===== config.mk =====
export PLATFORM = sky130hd
export DESIGN_NAME = lsac_ctrl
export DESIGN_NICKNAME = d
export VERILOG_FILES = /design/src/design/lsac_pkg.sv /design/src/design/lsac_ctrl.sv
export VERILOG_INCLUDE_DIRS = /design/src /design/src/design
export SDC_FILE = /design/constraint.sdc
export NUM_CORES = 1
export LEC_CHECK = 0
export BUFFER_PORTS_ARGS = -buffer_cell sky130_fd_sc_hd__buf_2
export CAP_MARGIN = 20
export CORE_AREA = 2 2 39 41
export DETAILED_ROUTE_END_ITERATION = 8
export DIE_AREA = 0 0 41 43
export PLACE_DENSITY_LB_ADDON = 0.3
export SYNTH_ARGS = -nofsm -noshare
export SYNTH_HDL_FRONTEND = slang
export SYNTH_SLANG_ARGS = --single-unit

===== constraint.sdc =====
create_clock -name clk -period 1.55 [get_ports clk]
set_input_delay 0.0775 -clock clk [delete_from_list [all_inputs] [get_ports clk]]
set_output_delay 0.0775 -clock clk [all_outputs]
set_load 0.05 [all_outputs]

===== src/design/line_sensor_average_classify_unit_assert.svh =====
// Assertion macros shared by the line sensor unit.
// Simulation builds get concurrent assertions; synthesis builds get nothing.
`ifndef LINE_SENSOR_AVERAGE_CLASSIFY_UNIT_ASSERT_SVH
`define LINE_SENSOR_AVERAGE_CLASSIFY_UNIT_ASSERT_SVH

`ifndef SYNTHESIS

// Same-cycle implication, disabled while reset is low.
`define LSAC_ASSERT_IMP(lbl, clk, rstn, ante, cons, msg) \
  lbl: assert property (@(posedge clk) disable iff (!rstn) (ante) |-> (cons)) \
    else $error(msg);

// Next-cycle implication, disabled while reset is low.
`define LSAC_ASSERT_NXT(lbl, clk, rstn, ante, cons, msg) \
  lbl: assert property (@(posedge clk) disable iff (!rstn) (ante) |=> (cons)) \
    else $error(msg);

`else

`define LSAC_ASSERT_IMP(lbl, clk, rstn, ante, cons, msg)
`define LSAC_ASSERT_NXT(lbl, clk, rstn, ante, cons, msg)

`endif

`endif


===== src/design/lsac_pkg.sv =====
package lsac_pkg;

  // Field widths.
  localparam int FREQ_W  = 17;
  localparam int NORM_W  = 16;
  localparam int LEVEL_W = 15;
  localparam int SURF_W  = 2;
  localparam int LANES   = 3;

  // Moving average window.
  localparam int WINDOW_LEN = 10;
  localparam int SLOT_W     = $clog2(WINDOW_LEN);
  localparam int TOTAL_W    = FREQ_W + $clog2(WINDOW_LEN);

  // Window average by reciprocal multiplication. The shift is wide enough that
  // the rounded-up reciprocal gives the exact truncated quotient for every total.
  localparam int AVG_SHIFT  = TOTAL_W + SLOT_W;
  localparam int AVG_PROD_W = TOTAL_W + AVG_SHIFT;
  localparam logic [AVG_SHIFT-1:0] AVG_RECIP =
      AVG_SHIFT'(((longint'(1) << AVG_SHIFT) + longint'(WINDOW_LEN) - 1)
                 / longint'(WINDOW_LEN));

  // Q2.14 scaling and the serial divider that serves it.
  localparam int FRAC_W    = 14;
  localparam int DIV_W     = FREQ_W + FRAC_W;
  localparam int DIV_CNT_W = $clog2(DIV_W);

  // Deviation weights and product width.
  localparam int PROD_W = 31;
  localparam logic signed [13:0] DEV_K_THREE = 14'sd3840;
  localparam logic signed [13:0] DEV_K_ONE   = 14'sd4595;
  localparam logic signed [16:0] NORM_ONE_Q  = 17'sd16384;

  // Configuration register indexes.
  localparam int CFG_IDX_W = 3;
  localparam logic [CFG_IDX_W-1:0] CFG_TAPE_ONE   = 3'd0;
  localparam logic [CFG_IDX_W-1:0] CFG_WOOD_ONE   = 3'd1;
  localparam logic [CFG_IDX_W-1:0] CFG_TAPE_TWO   = 3'd2;
  localparam logic [CFG_IDX_W-1:0] CFG_WOOD_TWO   = 3'd3;
  localparam logic [CFG_IDX_W-1:0] CFG_TAPE_THREE = 3'd4;
  localparam logic [CFG_IDX_W-1:0] CFG_WOOD_THREE = 3'd5;
  localparam logic [CFG_IDX_W-1:0] CFG_WOOD_LEVEL = 3'd6;
  localparam logic [CFG_IDX_W-1:0] CFG_BLACK_LVL  = 3'd7;

  // Register reset values.
  localparam logic [FREQ_W-1:0]  RST_TAPE_ONE   = 17'd21500;
  localparam logic [FREQ_W-1:0]  RST_WOOD_ONE   = 17'd45800;
  localparam logic [FREQ_W-1:0]  RST_TAPE_TWO   = 17'd21000;
  localparam logic [FREQ_W-1:0]  RST_WOOD_TWO   = 17'd60000;
  localparam logic [FREQ_W-1:0]  RST_TAPE_THREE = 17'd20000;
  localparam logic [FREQ_W-1:0]  RST_WOOD_THREE = 17'd41500;
  localparam logic [LEVEL_W-1:0] RST_WOOD_LEVEL = 15'd13107;
  localparam logic [LEVEL_W-1:0] RST_BLACK_LVL  = 15'd983;

  typedef logic [FREQ_W-1:0]        freq_t;
  typedef logic signed [NORM_W-1:0] norm_t;

  typedef enum logic [SURF_W-1:0] {
    SURF_WOOD  = 2'd0,
    SURF_BLACK = 2'd1,
    SURF_RED   = 2'd2
  } surface_t;

  typedef enum logic [2:0] {
    ST_IDLE,
    ST_AVG,
    ST_NORM_START,
    ST_NORM_WAIT,
    ST_MUL,
    ST_FINISH
  } state_t;

  // Commands from the controller to the datapath.
  typedef struct packed {
    logic accept;
    logic div_start;
    logic latch_avg;
    logic latch_norm;
    logic latch_mul;
    logic load_out;
  } lsac_cmd_t;

  // Status from the datapath to the controller.
  typedef struct packed {
    logic div_busy;
    logic div_done;
    logic out_free;
  } lsac_sts_t;

endpackage


===== src/design/lsac_ctrl.sv =====
`include "line_sensor_average_classify_unit_assert.svh"

// Sequencer: accept, average, normalise divide, multiply, finish.
module lsac_ctrl (
  input  logic                 clk,
  input  logic                 rst_n,
  input  logic                 in_valid,
  output logic                 in_ready,
  input  lsac_pkg::lsac_sts_t  sts,
  output lsac_pkg::lsac_cmd_t  cmd
);

  lsac_pkg::state_t state_r;
  lsac_pkg::state_t state_nxt;

  // Next state.
  always_comb begin
    state_nxt = state_r;
    unique case (state_r)
      lsac_pkg::ST_IDLE:       if (in_valid) state_nxt = lsac_pkg::ST_AVG;
      lsac_pkg::ST_AVG:        state_nxt = lsac_pkg::ST_NORM_START;
      lsac_pkg::ST_NORM_START: state_nxt = lsac_pkg::ST_NORM_WAIT;
      lsac_pkg::ST_NORM_WAIT:  if (sts.div_done) state_nxt = lsac_pkg::ST_MUL;
      lsac_pkg::ST_MUL:        state_nxt = lsac_pkg::ST_FINISH;
      lsac_pkg::ST_FINISH:     if (sts.out_free) state_nxt = lsac_pkg::ST_IDLE;
      default:                 state_nxt = lsac_pkg::ST_IDLE;
    endcase
  end

  // Outputs.
  always_comb begin
    cmd      = '0;
    in_ready = 1'b0;
    unique case (state_r)
      lsac_pkg::ST_IDLE: begin
        in_ready   = 1'b1;
        cmd.accept = in_valid;
      end
      lsac_pkg::ST_AVG: begin
        cmd.latch_avg = 1'b1;
      end
      lsac_pkg::ST_NORM_START: begin
        cmd.div_start = 1'b1;
      end
      lsac_pkg::ST_NORM_WAIT: begin
        cmd.latch_norm = sts.div_done;
      end
      lsac_pkg::ST_MUL: begin
        cmd.latch_mul = 1'b1;
      end
      lsac_pkg::ST_FINISH: begin
        cmd.load_out = sts.out_free;
      end
      default: begin
        cmd = '0;
      end
    endcase
  end

  always_ff @(posedge clk) begin
    if (!rst_n) begin
      state_r <= lsac_pkg::ST_IDLE;
    end else begin
      state_r <= state_nxt;
    end
  end

  // The dividers must be running in the cycle after a start.
  `LSAC_ASSERT_NXT(a_div_runs, clk, rst_n, state_r == lsac_pkg::ST_NORM_START,
                   sts.div_busy, "divider did not start")
  // A divider completion is only expected while waiting for it.
  `LSAC_ASSERT_IMP(a_done_in_wait, clk, rst_n, sts.div_done,
                   state_r == lsac_pkg::ST_NORM_WAIT, "unexpected divider completion")
  // Once the result is handed over the sequencer is ready for the next item.
  `LSAC_ASSERT_NXT(a_finish_idle, clk, rst_n,
                   state_r == lsac_pkg::ST_FINISH && sts.out_free,
                   state_r == lsac_pkg::ST_IDLE && in_ready, "finish did not return to idle")

endmodule


# == Yosys cells after proc, flatten, opt, wreduce, memory -nomap -nowiden ==
# Cells that the tools add are included.
# word_totals
ff_bits,3
input_bits,6
latch_bits,0
ramBits,0
memories,0
word_cells,22
mem_bits_ro,0
# op_classes
shifts,0
n_reduce_logical,2
div,0
n_addsub,0
mux,11
n_eq_ne,8
magnitude_cmp,0
bitwise,0
multipliers,0
# ops
operator,count
3-bit one-hot mux with 6 select lines,1
3-bit 2-to-1 mux,3
1-bit 2-to-1 mux,7
3-bit by 2-bit == test with 1-bit output (second input constant),2
3-bit == test (second input constant),2
2-bit != test (second input constant),3
3-bit by 1-bit == test with 1-bit output (second input constant),1
3-bit logical NOT,1
3-bit AND reduction,1

# == Longest topological paths before layout ==
# Gate-level depths: netlist of run 1.
# depth
word_depth,3
depth_mapped,4
mapped_depth_nobuf,3

# == Worst setup path before layout of run 1 ==
# OpenSTA, ideal clock, no wires.
# synth_timing
kind,register -> output
start,register state_r[2]
end,output cmd[5] in the netlist's numbering
t_required_ps,1472
arrival_time_ps,2054
path_stages_with_launch,3
setup_slack_ps,-582
path_cell_list,dfxtp_1 > nor3_1 > and2_1
# synth_lines
item,line_no,text
"start, declared",lsac_ctrl.sv:13,lsac_pkg::state_t state_r;
"start signal, assigned",lsac_ctrl.sv:62,state_r <= lsac_pkg::ST_IDLE;
"start signal, assigned",lsac_ctrl.sv:64,state_r <= state_nxt;
"end, declared",lsac_ctrl.sv:10,output lsac_pkg::lsac_cmd_t cmd

==> Implementation_results.wiki, run 1 <==
{| class="wikitable"
! Metric !! Value
|-
| Post-synthesis register bit count || 3
|-
| Count of flip-flops with a built-in enable after synthesis || 0
|-
| Crit path max fanout || 11
|-
| Overall Global Routing Usage || 5.92%
|-
| Critical Path Start Type || flip-flop
|-
| Maximum number of pins on one net before global-route repair || 12
|-
| Tightest hold margin || 0.0656 ns
|-
| Number of top-level pins || 13
|-
| Root Buffer || clkbuf_4
|-
| Buffer levels on the longest clock path || 2
|-
| Clock insertion delay at the later pin of the skew report || 0.23 ns
|-
| Routability congestion estimate || 0.671
|-
| Layout Utilization || 21.0%
|-
| Via count || 212
|-
| Final routed wire length divided by cell count || 8.83 microns
|-
| Cell type with the largest total area after synthesis || dfxtp_1
|-
| Summed instance area of the synthesized netlist || 199 sq um
|-
| Max-capacitance violation count || 0
|-
| Nature of the critical path endpoint || primary output
|-
| Post-Synthesis Mean Instance Area || 8.65 sq um
|-
| Setup WS pre-CTS || 0.420 ns
|-
| Effective utilization at floorplan || 14.4%
|-
| Register clock-pin slew on the reported worst setup and hold paths || 0.03 ns
|-
| Cell variety after synth || 15
|-
| P&R area growth vs syn || 45.9%
|-
| DRC errors left || 0
|-
| Setup slack on the worst flop-to-flop path || 0.54 ns
|-
| Buffers on Ports || 11
|-
| First-pass GRT wire length || 655 microns
|-
| Synth cell count leaders || 3 x dfxtp_1, 3 x nand2b_1
|-
| Internal power component || 222 uW
|-
| Flip-flop count of the largest register, all copies and words added || 3
|-
| Setup repair after global routing missed its margin || no
|-
| Cts hold-fix bufs || 0
|-
| Regs by FF count || state_r: 3 flops
|-
| Leakage power total || 0.134 nW
|-
| Via density per instance || 4.08
|-
| Fraction of layout cells with a size suffix above 1 || 47.2%
|-
| Syn nets || 29
|-
| Sequential area share after synthesis || 30.2%
|-
| Synthesized instance count || 23
|-
| Number of cell instances on the worst register-to-register path || 3
|-
| Number of sinks on the clock net || 3
|-
| Max Slew Vio Count || 0
|-
| Die X-Extent || 41 microns
|-
| Ys Warns || 0
|-
| Source of the critical timing path || state_r[1]
|-
| Final worst slack || 0.172 ns
|-
| Crit path DAT || 1.30 ns
|-
| Height of the die || 43 microns
|-
| Overflow after GRT || 0
|-
| Overall die area || 0.00176 sq mm
|-
| Vias in the first global route || 159
|-
| Cts bufs inserted || 3
|-
| Sw Pwr || 154 uW
|-
| Main flop type after synthesis || dfxtp_1
|-
| Final-stage net count || 43
|-
| Final Hold Vio Count || 0
|-
| Max Fclk || 0.726 GHz
|-
| Std-Cell Core Area || 0.00138 sq mm
|-
| Remaining number of nets flagged by the antenna check after routing || 0
|-
| Part of the power in registers || 28.9%
|-
| Outcome || complete, no violations
|-
| Switching fraction of total power || 41.0%
|-
| Max-slew headroom at the worst pin || 76.5%
|-
| Iteration-0 DRC count of the detailed router || 0
|-
| Worst-case clock skew || 0.00302 ns
|-
| Endpoint of the worst setup timing path || cmd[5]
|-
| Min cycle time layout || 1.38 ns
|-
| First-pass detailed-route iteration total || 1
|-
| Kind of critical path || reg -> out
|-
| Proportion of register bits with asynchronous set or reset after synthesis || 0%
|-
| Register containing the most flip-flops in the final layout || state_r
|-
| Count of cells resized by post-cts repair || 0
|-
| # setup viols final || 0
|-
| Initial antenna violation count || 0
|-
| Buffers inserted by post-CTS timing repair || 0
|-
| Worst hold path class || in -> reg
|-
| Critical register-to-register path startpoint || state_r[2]
|-
| Cell Rows || 14
|-
| Clock power share || 36.8%
|-
| CTS tree || done
|-
| Combinational share of power || 34.3%
|-
| Terminus of the critical flop-to-flop path || state_r[2]
|-
| Cell types occupying the most area after synthesis || dfxtp_1 30%, nand2b_1 9.4%, buf_4 7.5%
|-
| Critical path data required time || 1.47 ns
|-
| Final routed wirelength across all metal layers || 459 microns
|-
| # diodes || 0
|-
| Clock H-tree levels || 1
|-
| Slew at the pin closest to its max-slew limit || 0.352 ns
|-
| Top cell type's share of synthesized area || 30.2%
|-
| Ratio of total power to cell area || 1300 mW/mm^2
|-
| VDD IR max || 340 uV
|-
| Tcrit/Tclk final || 88.9%
|}
[power groups by stage]
stage / sequential (mW) / combinational [mW] / clock [mW]
finish: 0.109 / 0.129 / 0.138
global route: 0.111 / 0.137 / 0.153
CTS: 0.109 / 0.130 / 0.144
detailed placement: 0.110 / 0.130 / 0
global placement: 0.111 / 0.130 / 0
floorplan: 0.0930 / 0.126 / 0
[metrics by stage]
stage	setup TNS, ns	total power, mW	instances	instance area [sq um]
global placement	0	0.241	48	264
detailed placement	0	0.240	48	264
CTS	0	0.383	52	290
global route	0	0.401	52	290
finish	0	0.377	52	290
floorplan	-0.487	0.219	23	204
[worst min path at each step]
stage,startpoint,end,cells past startpoint
after floorplan,sts[1],state_r[1],1
after global placement,sts[1],state_r[1],2
after detailed placement,sts[1],state_r[1],2
after CTS,sts[1],state_r[1],2
after global routing,sts[1],state_r[1],2
final,sts[1],state_r[1],2
[kinds of logic (layout without fill, tap and decap cells)]
| group | Yosys count | count (layout) | synth area share, % |
|---|---|---|---|
| flip-flops | 3 | 3 | 30.2 |
| AO/OA/AOI/OAI | 7 | 7 | 24.5 |
| AND/OR/NAND/NOR | 10 | 10 | 35.8 |
| buffers and inverters | 3 | 16 | 9.43 |
[layer usage]
metal / up-vias / wire length (microns) / track usage, %
met5: - / 0 / 0
met4: 0 / 19 / 6.00
met3: 2 / 60 / 4.19
met2: 12 / 146 / 5.63
met1: 86 / 233 / 7.69
li1: 112 / - / -
[worst max-delay path, cell delays in order, from the launching register on]
cell     delay (ns)
dfxtp_1        0.40
nor3_2         0.27
and2_1         0.15
buf_2          0.25
[cells in the final DEF, fill, tap and decap left out, types with 2 or more instances in the layout]
| cell type | synthesis | layout |
|---|---|---|
| nand2b_1 | 3 | 3 |
| dfxtp_1 | 3 | 3 |
| buf_2 | 0 | 11 |
| clkbuf_4 | 0 | 3 |
| nor3b_1 | 2 | 2 |
| a21oi_1 | 2 | 2 |
[layout make-up]
type	instances	area [sq um]
clock buffers	4	26.3
fillers	156	1090
repair buffers	11	55.1
multi-input cells	17	125
flip-flops and latches	3	60.1
well taps	16	20.0
inverters	1	3.75
No activity file was read; power rests on OpenSTA's default activity.
==> run 2: changes to the inputs <==
CELL_PAD_IN_SITES_DETAIL_PLACEMENT = 0   (was default)
CELL_PAD_IN_SITES_GLOBAL_PLACEMENT = 2   (was default)
==> run 2 against run 1 <==
  * Sequential share of layout area unchanged
  * Design area unchanged
  * Wire length increased by 13%
  * Worst hold slack got worse by 0.00052 ns
  * Final cell count unchanged
  * Clock skew decreased by 0.00071 ns
  * Via count increased by 7.1%
  * Core utilization unchanged
  * Clock power about the same
==> Implementation_results.wiki, run 2 (synthesized netlist as in run 1, its figures left out) <==
{| class="wikitable"
! Metric !! Value
|-
| Slowest stage delay, CP || 0.52 ns (+0.12 ns)
|-
| Number of top-level pins || 13 (unchanged)
|-
| First-pass GRT wire length || 924 microns (+41%)
|-
| Regs by FF count || state_r: 3 flops
|-
| Worst hold path class || in -> reg
|-
| Critical Path Start Type || flip-flop
|-
| Leakage power total || 0.134 nW (unchanged)
|-
| Met2 wire len || 258 microns (+77%)
|-
| Cell Rows || 14 (unchanged)
|-
| Setup slack on the worst flop-to-flop path || 0.51 ns (-0.03 ns)
|-
| Total met3 wirelength after detailed routing || 33 microns (-45%)
|-
| Final worst slack || 0.169 ns (-0.00345 ns)
|-
| Final routed wirelength across all metal layers || 519 microns (+13%)
|-
| Ratio of total power to cell area || 1300 mW/mm^2 (+0.54%)
|-
| CP Cell Sequence || and4_4 > buf_2
|-
| Final routed wire length divided by cell count || 9.98 microns (+13%)
|-
| Flip-flop count of the largest register, all copies and words added || 3 (unchanged)
|-
| Combined buffer and inverter count along the critical path || 1 (unchanged)
|-
| Clock power share || 36.9% (about the same)
|-
| P&R area growth vs syn || 45.9% (unchanged)
|-
| Crit path DAT || 1.30 ns (about the same)
|-
| Buffers inserted by post-CTS timing repair || 0 (unchanged)
|-
| Internal power component || 222 uW (about the same)
|-
| Number of placed instances with taps included || 48 (unchanged)
|-
| Buffer levels on the longest clock path || 2 (unchanged)
|-
| Setup WS pre-CTS || 0.422 ns (+0.00163 ns)
|-
| Max Fclk || 0.724 GHz (-0.25%)
|-
| Critical register-to-register path startpoint || state_r[2]
|-
| Fraction of layout cells with a size suffix above 1 || 47.2% (unchanged)
|-
| Half-perimeter wire length after placement || 375 microns
|-
| Register containing the most flip-flops in the final layout || state_r
|-
| Overall die area || 0.00176 sq mm (unchanged)
|-
| Cts hold-fix bufs || 0 (unchanged)
|-
| Maximum number of pins on one net before global-route repair || 12 (unchanged)
|-
| Crit path max fanout || 11 (unchanged)
|-
| DRC errors left || 0 (unchanged)
|-
| Part of the power in registers || 28.8% (about the same)
|-
| Max-capacitance violation count || 0 (unchanged)
|-
| Initial antenna violation count || 0 (unchanged)
|-
| Number of sinks on the clock net || 3 (unchanged)
|-
| Height of the die || 43 microns (unchanged)
|-
| Effective utilization at floorplan || 14.4% (unchanged)
|-
| Uppermost layer routed || met4
|-
| Via density per instance || 4.37 (+7.1%)
|-
| Clock insertion delay at the later pin of the skew report || 0.24 ns (about the same)
|-
| Switching fraction of total power || 41.3% (+0.29 points)
|-
| Count of cells resized by post-cts repair || 0 (unchanged)
|-
| Clock H-tree levels || 1 (unchanged)
|-
| # diodes || 0 (unchanged)
|-
| Leading cell types in the layout, fill and taps excluded || 11 x buf_2, 3 x nand2b_1, 3 x clkbuf_4, 3 x dfxtp_1
|-
| Min cycle time layout || 1.38 ns (+0.00345 ns)
|-
| Slew at the pin closest to its max-slew limit || 0.350 ns (-0.00183 ns)
|-
| Die X-Extent || 41 microns (unchanged)
|-
| Sw Pwr || 156 uW (+1.3%)
|-
| Final Hold Vio Count || 0 (unchanged)
|-
| Kind of critical path || reg -> out
|-
| Iteration-0 DRC count of the detailed router || 6 (+6)
|-
| CTS tree || done
|-
| Nature of the critical path endpoint || primary output
|-
| Max-slew headroom at the worst pin || 76.6% (+0.12 points)
|-
| Cts bufs inserted || 3 (unchanged)
|-
| First-pass detailed-route iteration total || 4 (+3)
|-
| Outcome || complete, no violations
|-
| # setup viols final || 0 (unchanged)
|-
| Overall Global Routing Usage || 8.42% (+2.5 points)
|-
| Buffers on Ports || 11 (unchanged)
|-
| Tightest hold margin || 0.0651 ns (-0.000519 ns)
|-
| Non-filler cells, final || 52 (unchanged)
|-
| Layout Utilization || 21.0% (unchanged)
|-
| Wire length the detailed router placed on met1 || 204 microns (-12%)
|-
| VDD IR max || 296 uV (-13%)
|-
| Setup repair after global routing missed its margin || no
|-
| Overflow after GRT || 0 (unchanged)
|-
| Final-stage net count || 43 (unchanged)
|-
| Slowest library cell on the worst path || dfxtp_1
|-
| Root Buffer || clkbuf_4
|-
| Source of the critical timing path || state_r[1]
|-
| Combinational share of power || 34.3% (about the same)
|-
| Max Slew Vio Count || 0 (unchanged)
|-
| Worst-case clock skew || 0.00231 ns (-0.000709 ns)
|-
| Filler cell count || 166 (+6.4%)
|-
| Routability congestion estimate || 0.673 (+0.27%)
|-
| Remaining number of nets flagged by the antenna check after routing || 0 (unchanged)
|-
| Vias in the first global route || 202 (+27%)
|-
| Commonest non-fill, non-tap cell in the layout || buf_2
|-
| Std-Cell Core Area || 0.00138 sq mm (unchanged)
|-
| Worst min-delay path startpoint || sts[1]
|-
| Family with the most delay on the worst path || flip-flops
|-
| Via count || 227 (+7.1%)
|-
| Tcrit/Tclk final || 89.1% (+0.22 points)
|-
| Critical path data required time || 1.47 ns (about the same)
|-
| Register clock-pin slew on the reported worst setup and hold paths || 0.04 ns (about the same)
|}
==> run 2: layer usage <==
metal,track usage [%],vias to the layer above
met2,8.75,11
met1,10.9,101
met5,0,-
met4,10.0,0
met3,3.66,3
li1,-,112
==> run 2: power by group through the flow <==
| stage | Combinational, mW | Clock (mW) | Sequential [mW] |
|---|---|---|---|
| finish | 0.130 | 0.140 | 0.109 |
| global route | 0.139 | 0.155 | 0.113 |
| CTS | 0.131 | 0.143 | 0.109 |
| detailed placement | 0.130 | 0 | 0.110 |
| global placement | 0.130 | 0 | 0.111 |
| floorplan | 0.126 | 0 | 0.0930 |
==> run 2: final cells by class <==
type / instances / area (sq um) / area share (%)
Clock buffer: 4 / 26.3 / 9.05
Inverter: 1 / 3.75 / 1.29
Multi-Input combinational cell: 17 / 125 / 43.1
Sequential cell: 3 / 60.1 / 20.7
Tap cell: 16 / 20.0 / 6.90
Timing Repair Buffer: 11 / 55.1 / 19.0
==> run 2: final timing paths <==
path           endpoint  depth (start not counted)
max              cmd[2]                          2
min          state_r[1]                          2
max reg2reg  state_r[2]                          3
min reg2reg  state_r[1]                          1
==> run 2: stage by stage <==
| stage | instance area [sq um] | power, mW | TNS, ns |
|---|---|---|---|
| final | 290 | 0.379 | 0 |
| after global routing | 290 | 0.407 | 0 |
| after CTS | 290 | 0.384 | 0 |
| after detailed placement | 264 | 0.241 | 0 |
| after global placement | 264 | 0.241 | 0 |
| after floorplan | 204 | 0.219 | -0.487 |
